$ cat config.mk
export PLATFORM = sky130hd
export DESIGN_NAME = coin_credit_io_controller_unit
export DESIGN_NICKNAME = d
export VERILOG_FILES = /design/src/rtl/core/cci_pkg.sv /design/src/rtl/core/cci_in_stage.sv /design/src/rtl/core/cci_core.sv /design/src/rtl/core/cci_out_stage.sv /design/src/rtl/core/coin_credit_io_controller_unit.sv
export SDC_FILE = /design/constraint.sdc
export NUM_CORES = 1
export LEC_CHECK = 0
export ABC_AREA = 1
export BUFFER_PORTS_ARGS = -buffer_cell sky130_fd_sc_hd__clkbuf_2
export CAP_MARGIN = 10
export CORE_UTILIZATION = 57
export CTS_BUF_LIST = sky130_fd_sc_hd__clkbuf_4 sky130_fd_sc_hd__clkbuf_8 sky130_fd_sc_hd__clkbuf_16
export CTS_CLUSTER_SIZE = 20
export DETAILED_ROUTE_END_ITERATION = 10
export GPL_TIMING_DRIVEN = 0
export PLACE_DENSITY = 0.77
export SYNTH_ARGS = -nofsm -noshare
export SYNTH_HDL_FRONTEND = slang
export SYNTH_SLANG_ARGS = --single-unit
$ cat constraint.sdc
create_clock -name aclk -period 11 [get_ports aclk]
set_input_delay 1.1 -clock aclk [delete_from_list [all_inputs] [get_ports aclk]]
set_output_delay 1.1 -clock aclk [all_outputs]
set_load 0.02 [all_outputs]
$ cat src/rtl/core/cci_pkg.sv
// shared types, command codes and tables of the coin and credit i/o controller
`timescale 1ns / 1ps
`default_nettype none

package cci_pkg;

    localparam int PARAM_COUNT = 16;
    localparam int PARAM_IDX_W = $clog2(PARAM_COUNT);
    localparam int RATE_COUNT  = 6;
    localparam int COIN_COUNT  = 3;
    localparam int SOUND_LEN   = 7;

    // bus operations
    localparam logic [1:0] OP_CMD_WR  = 2'd0;
    localparam logic [1:0] OP_CMD_RD  = 2'd1;
    localparam logic [1:0] OP_DATA_WR = 2'd2;
    localparam logic [1:0] OP_DATA_RD = 2'd3;

    // commands
    localparam logic [7:0] CMD_SETUP   = 8'hA1;
    localparam logic [7:0] CMD_SOUND   = 8'h68;
    localparam logic [7:0] CMD_READ_A  = 8'h71;
    localparam logic [7:0] CMD_READ_B  = 8'hB1;
    localparam logic [7:0] CMD_PROTECT = 8'h74;
    localparam logic [7:0] CMD_NMI_OFF = 8'h10;

    // data values
    localparam logic [7:0] SETUP_SWITCH = 8'h05;
    localparam logic [7:0] PROT_OK      = 8'h05;
    localparam logic [7:0] PROT_FAIL    = 8'h95;
    localparam logic [7:0] PROT_KEY_A   = 8'h80;
    localparam logic [7:0] PROT_KEY_B   = 8'h10;

    // offsets within the data window
    localparam logic [3:0] OFF_MODE  = 4'd0;
    localparam logic [3:0] OFF_RATES = 4'd7;
    localparam logic [3:0] OFF_SOUND = 4'd6;
    localparam logic [3:0] OFF_COIN  = 4'd0;
    localparam logic [3:0] OFF_JOY1  = 4'd1;
    localparam logic [3:0] OFF_JOY2  = 4'd2;
    localparam logic [3:0] OFF_PROT  = 4'd3;

    localparam logic [8:0] CREDIT_MAX   = 9'd99;
    localparam logic [8:0] CREDIT_LIMIT = 9'd353;
    localparam logic [8:0] FREE_CREDITS = 9'd2;

    // sound trigger codes
    localparam logic [1:0] SND_NONE = 2'd0;
    localparam logic [1:0] SND_A    = 2'd1;
    localparam logic [1:0] SND_B    = 2'd2;

    localparam logic [7:0] SOUND_PAT_A [SOUND_LEN] =
        '{8'h40, 8'h40, 8'h40, 8'h01, 8'hFF, 8'h00, 8'h20};
    localparam logic [7:0] SOUND_PAT_B [SOUND_LEN] =
        '{8'h30, 8'h40, 8'h00, 8'h02, 8'hDF, 8'h00, 8'h10};

    typedef struct packed {
        logic [1:0] op;
        logic [3:0] offset;
        logic [7:0] data;
        logic [7:0] port_value;
    } cci_item_t;

    typedef struct packed {
        logic [9:0] read_data;
        logic       read_valid;
        logic [1:0] sound_trigger;
        logic       nmi_running;
    } cci_result_t;

    // joystick nibble to direction, 0..7 clockwise from up, 8 centered
    function automatic logic [3:0] dir_map(input logic [3:0] joy);
        logic [3:0] d;
        unique case (joy)
            4'h0, 4'h1, 4'h2, 4'h3: d = 4'd5;
            4'h4, 4'h6:             d = 4'd7;
            4'h5, 4'h7:             d = 4'd6;
            4'h8, 4'h9:             d = 4'd3;
            4'hA, 4'hB:             d = 4'd4;
            4'hC:                   d = 4'd1;
            4'hD:                   d = 4'd2;
            4'hE:                   d = 4'd0;
            default:                d = 4'd8;
        endcase
        return d;
    endfunction

endpackage

`default_nettype wire

$ cat src/rtl/core/cci_in_stage.sv
// input register holding one bus access beat ahead of the core
`timescale 1ns / 1ps
`default_nettype none

module cci_in_stage (
    input  wire logic               aclk,
    input  wire logic               aresetn,
    input  wire logic               s_valid,
    output logic                    s_ready,
    input  wire cci_pkg::cci_item_t s_item,
    input  wire logic               advance,
    output logic                    item_valid,
    output cci_pkg::cci_item_t      item
);

    logic               valid_reg;
    logic               valid_next;
    cci_pkg::cci_item_t item_reg;

    assign s_ready    = !valid_reg || advance;
    assign valid_next = s_ready ? s_valid : valid_reg;

    always_ff @(posedge aclk) begin
        if (!aresetn) begin
            valid_reg <= 1'b0;
        end else begin
            valid_reg <= valid_next;
        end
    end

    always_ff @(posedge aclk) begin
        if (s_valid && s_ready) begin
            item_reg <= s_item;
        end
    end

    assign item_valid = valid_reg;
    assign item       = item_reg;

endmodule

`default_nettype wire

$ cat src/rtl/core/cci_core.sv
// controller state and the single-pass logic that answers one bus access
`timescale 1ns / 1ps
`default_nettype none

module cci_core (
    input  wire logic               aclk,
    input  wire logic               aresetn,
    input  wire logic               fire,
    input  wire cci_pkg::cci_item_t item,
    output cci_pkg::cci_result_t    result
);

    typedef struct packed {
        logic [8:0] credit;
        logic [7:0] pend;
    } coin_t;

    logic [7:0] command_reg;
    logic [7:0] command_next;
    logic       switch_mode_reg;
    logic       switch_mode_next;
    logic [8:0] credit_count_reg;
    logic [8:0] credit_count_next;
    logic       nmi_on_reg;
    logic       nmi_on_next;
    logic [7:0] param_bytes_reg [cci_pkg::PARAM_COUNT];
    logic [7:0] coin_rates_reg  [cci_pkg::RATE_COUNT];
    logic [7:0] coin_rates_next [cci_pkg::RATE_COUNT];
    logic [7:0] coins_pending_reg  [cci_pkg::COIN_COUNT];
    logic [7:0] coins_pending_next [cci_pkg::COIN_COUNT];

    logic [7:0] post_bytes [cci_pkg::SOUND_LEN];
    logic       param_wr;
    logic       match_a;
    logic       match_b;
    logic       read_cmd;
    coin_t      step_left;
    coin_t      step_right;
    coin_t      step_aux;
    logic [8:0] credit_mid;
    logic [8:0] credit_fin;
    logic [16:0] bcd_prod;
    logic [5:0]  bcd_tens;
    logic [8:0]  bcd_diff;
    logic [9:0]  credit_bcd;

    function automatic coin_t coin_step(input logic hit, input logic [8:0] credit,
                                        input logic [7:0] pend, input logic [7:0] cpc,
                                        input logic [7:0] add);
        coin_t      r;
        logic [7:0] inc;
        r.credit = credit;
        r.pend   = pend;
        inc      = pend + 8'd1;
        if (hit && credit < cci_pkg::CREDIT_MAX) begin
            if (inc >= cpc) begin
                r.credit = credit + {1'b0, add};
                r.pend   = '0;
            end else begin
                r.pend = inc;
            end
        end
        return r;
    endfunction

    assign param_wr = (item.op == cci_pkg::OP_DATA_WR)
                   && ({28'd0, item.offset} < cci_pkg::PARAM_COUNT);

    // first seven parameter bytes as they stand after this access
    always_comb begin
        for (int i = 0; i < cci_pkg::SOUND_LEN; i++) begin
            post_bytes[i] = (param_wr && item.offset == 4'(i))
                          ? item.data : param_bytes_reg[i];
        end
    end

    always_comb begin
        match_a = 1'b1;
        match_b = 1'b1;
        for (int i = 0; i < cci_pkg::SOUND_LEN; i++) begin
            if (post_bytes[i] != cci_pkg::SOUND_PAT_A[i]) match_a = 1'b0;
            if (post_bytes[i] != cci_pkg::SOUND_PAT_B[i]) match_b = 1'b0;
        end
    end

    // coin counting in the order left, right, aux
    always_comb begin
        step_left  = coin_step(!item.port_value[4], credit_count_reg, coins_pending_reg[0],
                               coin_rates_reg[2], coin_rates_reg[3]);
        step_right = coin_step(!item.port_value[5], step_left.credit, coins_pending_reg[1],
                               coin_rates_reg[4], coin_rates_reg[5]);
        step_aux   = coin_step(!item.port_value[6], step_right.credit, coins_pending_reg[2],
                               coin_rates_reg[0], coin_rates_reg[1]);
        credit_mid = (coin_rates_reg[2] != 8'd0) ? step_aux.credit : cci_pkg::FREE_CREDITS;
        credit_fin = credit_mid;
        if (!item.port_value[2] && credit_fin >= 9'd1) credit_fin = credit_fin - 9'd1;
        if (!item.port_value[3] && credit_fin >= 9'd2) credit_fin = credit_fin - 9'd2;
    end

    // divide by ten through the reciprocal 205 / 2048
    assign bcd_prod   = {8'd0, credit_fin} * 17'd205;
    assign bcd_tens   = bcd_prod[16:11];
    assign bcd_diff   = credit_fin - ({3'd0, bcd_tens} * 9'd10);
    assign credit_bcd = {bcd_tens, 4'd0} + {6'd0, bcd_diff[3:0]};

    assign read_cmd = (command_reg == cci_pkg::CMD_READ_A)
                   || (command_reg == cci_pkg::CMD_READ_B);

    always_comb begin
        command_next      = command_reg;
        switch_mode_next  = switch_mode_reg;
        credit_count_next = credit_count_reg;
        nmi_on_next       = nmi_on_reg;
        coin_rates_next   = coin_rates_reg;
        coins_pending_next = coins_pending_reg;
        result            = '0;

        unique case (item.op)
            cci_pkg::OP_CMD_WR: begin
                command_next = item.data;
                nmi_on_next  = (item.data != cci_pkg::CMD_NMI_OFF);
            end
            cci_pkg::OP_CMD_RD: begin
                result.read_data  = {2'd0, command_reg};
                result.read_valid = 1'b1;
            end
            cci_pkg::OP_DATA_WR: begin
                if (command_reg == cci_pkg::CMD_SETUP) begin
                    if (item.offset == cci_pkg::OFF_MODE) begin
                        if (item.data == cci_pkg::SETUP_SWITCH) begin
                            switch_mode_next = 1'b1;
                        end else begin
                            switch_mode_next  = 1'b0;
                            credit_count_next = '0;
                        end
                    end else if (item.offset == cci_pkg::OFF_RATES) begin
                        for (int i = 0; i < cci_pkg::RATE_COUNT; i++) begin
                            coin_rates_next[i] = post_bytes[i + 1];
                        end
                    end
                end else if (command_reg == cci_pkg::CMD_SOUND
                             && item.offset == cci_pkg::OFF_SOUND) begin
                    if (match_a) begin
                        result.sound_trigger = cci_pkg::SND_A;
                    end else if (match_b) begin
                        result.sound_trigger = cci_pkg::SND_B;
                    end
                end
            end
            default: begin
                if (read_cmd) begin
                    if (item.offset == cci_pkg::OFF_COIN) begin
                        result.read_valid = 1'b1;
                        if (switch_mode_reg) begin
                            result.read_data = {2'd0, item.port_value};
                        end else begin
                            result.read_data  = credit_bcd;
                            credit_count_next = credit_fin;
                            if (coin_rates_reg[2] != 8'd0) begin
                                coins_pending_next[0] = step_left.pend;
                                coins_pending_next[1] = step_right.pend;
                                coins_pending_next[2] = step_aux.pend;
                            end
                        end
                    end else if (item.offset == cci_pkg::OFF_JOY1
                                 || item.offset == cci_pkg::OFF_JOY2) begin
                        result.read_valid = 1'b1;
                        if (switch_mode_reg) begin
                            result.read_data = {2'd0, item.port_value};
                        end else begin
                            result.read_data = {2'd0, item.port_value[7:4],
                                                cci_pkg::dir_map(item.port_value[3:0])};
                        end
                    end
                end else if (command_reg == cci_pkg::CMD_PROTECT) begin
                    result.read_valid = 1'b1;
                    if (item.offset == cci_pkg::OFF_PROT) begin
                        result.read_data = (param_bytes_reg[0] == cci_pkg::PROT_KEY_A
                                            || param_bytes_reg[0] == cci_pkg::PROT_KEY_B)
                                         ? {2'd0, cci_pkg::PROT_OK}
                                         : {2'd0, cci_pkg::PROT_FAIL};
                    end
                end
            end
        endcase

        result.nmi_running = nmi_on_next;
    end

    always_ff @(posedge aclk) begin
        if (!aresetn) begin
            command_reg      <= '0;
            switch_mode_reg  <= 1'b0;
            credit_count_reg <= '0;
            nmi_on_reg       <= 1'b0;
            for (int i = 0; i < cci_pkg::PARAM_COUNT; i++) param_bytes_reg[i] <= '0;
            for (int i = 0; i < cci_pkg::RATE_COUNT; i++) coin_rates_reg[i] <= '0;
            for (int i = 0; i < cci_pkg::COIN_COUNT; i++) coins_pending_reg[i] <= '0;
        end else if (fire) begin
            command_reg       <= command_next;
            switch_mode_reg   <= switch_mode_next;
            credit_count_reg  <= credit_count_next;
            nmi_on_reg        <= nmi_on_next;
            coin_rates_reg    <= coin_rates_next;
            coins_pending_reg <= coins_pending_next;
            if (param_wr) begin
                param_bytes_reg[item.offset[cci_pkg::PARAM_IDX_W-1:0]] <= item.data;
            end
        end
    end

    a_credit_bounded: assert property (@(posedge aclk) disable iff (!aresetn)
        credit_count_reg <= cci_pkg::CREDIT_LIMIT)
        else $error("credit count beyond its ceiling");

    a_nmi_off: assert property (@(posedge aclk) disable iff (!aresetn)
        fire && item.op == cci_pkg::OP_CMD_WR && item.data == cci_pkg::CMD_NMI_OFF
        |=> !nmi_on_reg)
        else $error("interrupt still enabled after stop command");

    a_sound_on_write: assert property (@(posedge aclk) disable iff (!aresetn)
        result.sound_trigger != cci_pkg::SND_NONE
        |-> item.op == cci_pkg::OP_DATA_WR && command_reg == cci_pkg::CMD_SOUND)
        else $error("sound trigger outside a sound pattern write");

    a_answer_on_read: assert property (@(posedge aclk) disable iff (!aresetn)
        result.read_valid |-> item.op == cci_pkg::OP_CMD_RD || item.op == cci_pkg::OP_DATA_RD)
        else $error("answer flagged for a write");

endmodule

`default_nettype wire

$ cat src/rtl/core/cci_out_stage.sv
// result register that holds a finished beat until the receiver takes it
`timescale 1ns / 1ps
`default_nettype none

module cci_out_stage (
    input  wire logic                 aclk,
    input  wire logic                 aresetn,
    input  wire logic                 load,
    input  wire cci_pkg::cci_result_t result,
    output logic                      load_ready,
    output logic                      m_valid,
    input  wire logic                 m_ready,
    output cci_pkg::cci_result_t      m_result
);

    logic                 valid_reg;
    logic                 valid_next;
    cci_pkg::cci_result_t result_reg;

    assign load_ready = !valid_reg || m_ready;
    assign valid_next = load || (valid_reg && !m_ready);

    always_ff @(posedge aclk) begin
        if (!aresetn) begin
            valid_reg <= 1'b0;
        end else begin
            valid_reg <= valid_next;
        end
    end

    always_ff @(posedge aclk) begin
        if (load) begin
            result_reg <= result;
        end
    end

    assign m_valid  = valid_reg;
    assign m_result = result_reg;

endmodule

`default_nettype wire

$ cat src/rtl/core/coin_credit_io_controller_unit.sv
// top level of the coin and credit i/o controller
//
// one bus access enters per beat on the s_ channel (op, offset, data, port_value)
// and exactly one result beat leaves on the m_ channel (read_data, read_valid,
// sound_trigger, nmi_running). command writes, data writes and reads all give a
// result beat; writes answer with read_valid low.
// from acceptance the access sits in the input register, then the single-pass logic
// updates the controller state and loads the result register, which raises m_valid.
// throughput is one beat per cycle while m_ready stays high; back-to-back accesses
// see the state left by the previous one.
// when the receiver holds m_ready low the result register keeps its beat, the
// input register keeps the next access, and s_ready drops once both are full.
// synchronous reset (aresetn low) clears the command, credit count, coin rates,
// pending coins, parameter bytes, mode and interrupt enable, and empties both
// registers.
`timescale 1ns / 1ps
`default_nettype none

module coin_credit_io_controller_unit (
    input  wire logic       aclk,
    input  wire logic       aresetn,
    input  wire logic       s_valid,
    output logic            s_ready,
    input  wire logic [1:0] s_op,
    input  wire logic [3:0] s_offset,
    input  wire logic [7:0] s_data,
    input  wire logic [7:0] s_port_value,
    output logic            m_valid,
    input  wire logic       m_ready,
    output logic [9:0]      m_read_data,
    output logic            m_read_valid,
    output logic [1:0]      m_sound_trigger,
    output logic            m_nmi_running
);

    cci_pkg::cci_item_t   s_item;
    cci_pkg::cci_item_t   item;
    cci_pkg::cci_result_t result;
    cci_pkg::cci_result_t m_result;
    logic                 item_valid;
    logic                 load_ready;
    logic                 advance;

    assign s_item.op         = s_op;
    assign s_item.offset     = s_offset;
    assign s_item.data       = s_data;
    assign s_item.port_value = s_port_value;

    assign advance = item_valid && load_ready;

    cci_in_stage u_in (
        .aclk       (aclk),
        .aresetn    (aresetn),
        .s_valid    (s_valid),
        .s_ready    (s_ready),
        .s_item     (s_item),
        .advance    (advance),
        .item_valid (item_valid),
        .item       (item)
    );

    cci_core u_core (
        .aclk    (aclk),
        .aresetn (aresetn),
        .fire    (advance),
        .item    (item),
        .result  (result)
    );

    cci_out_stage u_out (
        .aclk       (aclk),
        .aresetn    (aresetn),
        .load       (advance),
        .result     (result),
        .load_ready (load_ready),
        .m_valid    (m_valid),
        .m_ready    (m_ready),
        .m_result   (m_result)
    );

    assign m_read_data     = m_result.read_data;
    assign m_read_valid    = m_result.read_valid;
    assign m_sound_trigger = m_result.sound_trigger;
    assign m_nmi_running   = m_result.nmi_running;

endmodule

`default_nettype wire

==> impl_metrics.ini <==
[clocking]
htreeDepth = 4
clk_pin_slew_ns = 0.07
ctsHoldBuffers = 0
clock_path_buffers = 2
clock_sinks = 189
cts_inserted_buffers = 17
root_buffer = clkbuf_16
cts_tree = done
insertion_delay_ns = 0.44

[pwr]
ir_drop_v = 0.000103
clock_power_share_pct = 35.0
power_frac_comb_pct = 23.3
swShare_pct = 29.7
seqPwrFrac_pct = 41.7
p_total_mw = 1.84
cellPowerDensity_mw_per_mm2 = 123
p_int_mw = 1.29
p_switching_mw = 0.547
leakage_nw = 6.90

[sta]
final.min_clock_period_ns = 11.01
worst_pin_slew_ns = 1.17
fmax_mhz = 90.8
relSlewSlack_pct = 21.0
clock_skew_ns = 0.0123
setup_viol = 1
drv_slew = 0
worst_slack_ns = -0.0145
hold_viol = 0
rsz0062_at_grt = yes
timing.final.crit_share_pct = 100

[die]
die-area_mm2 = 0.0232
coreArea_mm2 = 0.0220
start_util_pct = 58.5
rows = 54
fp.dieW_um = 152
io_pins = 42
dieHeight_um = 152

[run_status]
violations = setup timing
status = complete, but fails checks

[setup_path]
path_class = flop to flop
cp_top_family = simple AND/OR/NAND/NOR gates
path_max_fanout = 8
arrival_ns = 11.21
crit_buf_inv = 11
cp_common_cell = nand2_1
start_kind = flop
slowest_stage = fa_1
cpPeakStageDelay_ns = 0.59
crit_path_end_kind = flop
worstPathRequired_ns = 11.20

[final_layout]
drive_gt1_share_pct = 17.9
syn_to_final_growth_pct = 16.4
diodes = 0
layout.nets = 1943
largest_reg_flops = 56
final_util_pct = 68.1

[yosys]
ys_warn_count = 0
synthCells = 1688
synth_cell_types = 52
synth_seq_cells = 189
ys.flop_type = dfxtp_1
syn_area_per_cell_um2 = 7.64
synth-edff-count = 92
ys_async_sr_fraction_pct = 0
syn-num-nets = 1833
yosysSeqAreaShare_pct = 36.5
synth_area_mm2 = 0.0129

[flow_run]
max-cap-violations = 0

[global_route]
antenna_found_initial = 0
grt_pass1_vias = 10980
grt_max_degree = 27
grt_pass1_wl_um = 54300
overflow = 0
grtUsageTotal_pct = 29.3

[placement]
io_buffers = 40
dp_hpwl_um = 25900
gp_congestion = 0.995
dp_slack_ns = -1.38

[detailed_routing]
drc_errors = 0
vias = 11726
via_per_inst = 5.61
drt_iter0_markers = 885
postRouteAntennaNets = 0
drt_wl_total_um = 34800
wl_per_cell_um = 16.6
dr.pass1.iters = 6

[min_path]
hp-class = flop to flop
power groups by stage:
stage,Sequential (mW),Combinational [mW],Clock [mW]
floorplan,0.780,0.241,0
global placement,0.781,0.322,0
detailed placement,0.782,0.328,0
CTS,0.766,0.372,0.648
global route,0.768,0.473,0.670
finish,0.766,0.429,0.644
area by class of cell:
type	count	area, um^2
clock inverters	12	163
multi-input cells	1178	7510
clock buffers	20	454
plain buffers	44	180
inverters	277	1040
fillers	1744	7020
flip-flops and latches	189	4710
repair buffers	91	594
well taps	280	350
metal layers:
layer	routed length, um	vias up	track usage, %
met5	0	-	0
met2	17000	417	50.4
li1	-	5791	-
met1	14900	5436	37.7
met3	1980	82	3.61
met4	964	0	11.2
final timing paths:
kind	start	end	slack [ns]	depth (start not counted)
worst max-delay path	u_core.coins_pending_reg[16]	u_out.m_result[7]	-0.01	82
worst min-delay path	u_core.nmi_on_reg	u_core.nmi_on_reg	0.46	2
worst max register to register	u_core.coins_pending_reg[16]	u_out.m_result[7]	-0.01	82
worst min register to register	u_core.nmi_on_reg	u_core.nmi_on_reg	0.46	2
tightest hold or removal path, cell delays in order (launching register included):
cell,delay (ns)
dfxtp_1,0.30
inv_1,0.05
a211oi_1,0.06
Yosys cell counts (2+ instances only):
cell type  number  share of area, %
xnor2_1         8              0.54
or2_2          19              0.92
nor2_1        145               4.2
clkinv_2        2             0.078
nor2_4          3              0.26
dfxtp_1        97                15
edfxtp_1       92                21
o21bai_1        3              0.17
ha_1          102               9.9
nand3b_1       13              0.76
nand2_4         9              0.79
xor2_1         32               2.2
nand3_1        66               2.6
nor2_2          7              0.34
buf_2           2             0.078
nor3_1         16              0.62
or4_1           2              0.12
nand2_1       332               9.7
o211ai_1        2              0.12
o311ai_0        2              0.14
o22ai_1         2             0.097
inv_2          15              0.44
fa_1           17               2.6
nand4_1        28               1.4
a31oi_1         2             0.097
nand3_2        12              0.93
clkbuf_1       40               1.2
inv_1         260               7.6
o21ai_0       136               5.3
o21ai_1         7              0.27
a21oi_1       135               5.2
nand2_2        21               1.0
nor4_1         14              0.68
a211oi_1       24               1.4
nand3_4         4              0.54
cells by family (layout without fill, tap and decap cells):
family	Yosys count	count (layout)	synth area share, %
compound gates	322	322	13.5
mux	1	1	0.0873
simple gates	695	695	25.1
xor+xnor	41	41	2.84
flops	189	189	36.5
fa+ha+maj	119	119	12.5
buf+inv	321	444	9.46
stage by stage:
stage	hold WS [ns]	std cells	area [um^2]	setup TNS, ns
after floorplan	0.427	1688	12900	0
after global placement	0.443	2008	13400	-3.43
after detailed placement	0.453	2008	13400	-4.08
after CTS	0.463	2062	14400	0
after global routing	0.482	2091	15000	-1.22
final	0.461	2091	15000	-0.0145
cell usage in the layout, fill, tap and decap left out, types with 3 or more instances in the layout:
cell / Yosys / final
bufinv_16: 0 / 3
nor4_1: 14 / 14
buf_4: 0 / 48
clkbuf_1: 40 / 40
ha_1: 102 / 84
a21oi_1: 135 / 126
fa_1: 17 / 14
nand2_2: 21 / 47
clkbuf_16: 0 / 17
o21ai_1: 7 / 8
ha_4: 0 / 14
nand2_1: 332 / 304
nand3_4: 4 / 4
nor2_4: 3 / 9
inv_2: 15 / 24
o21ai_0: 136 / 134
nand4_1: 28 / 28
inv_1: 260 / 250
xnor2_1: 8 / 6
dfxtp_1: 97 / 94
xor2_1: 32 / 30
fa_2: 0 / 3
clkbuf_4: 0 / 3
nor2_2: 7 / 8
nor3_1: 16 / 14
nand3_2: 12 / 26
buf_6: 0 / 3
nand2_4: 9 / 11
nor2_1: 145 / 138
a21oi_2: 1 / 9
clkinvlp_4: 0 / 3
clkbuf_2: 0 / 40
or2_2: 19 / 19
nand3b_1: 13 / 13
edfxtp_1: 92 / 92
a211oi_1: 24 / 23
nand3_1: 66 / 52
o21bai_1: 3 / 3
ha_2: 0 / 4
timing repair:
| item | in CTS | in global routing |
|---|---|---|
| pin swaps | 29 | 69 |
| resized for setup | 47 | 83 |
| buffers inserted | 22 | 29 |
| setup endpoints to repair | 6 | 6 |
No activity file was read; power rests on OpenSTA's default activity.
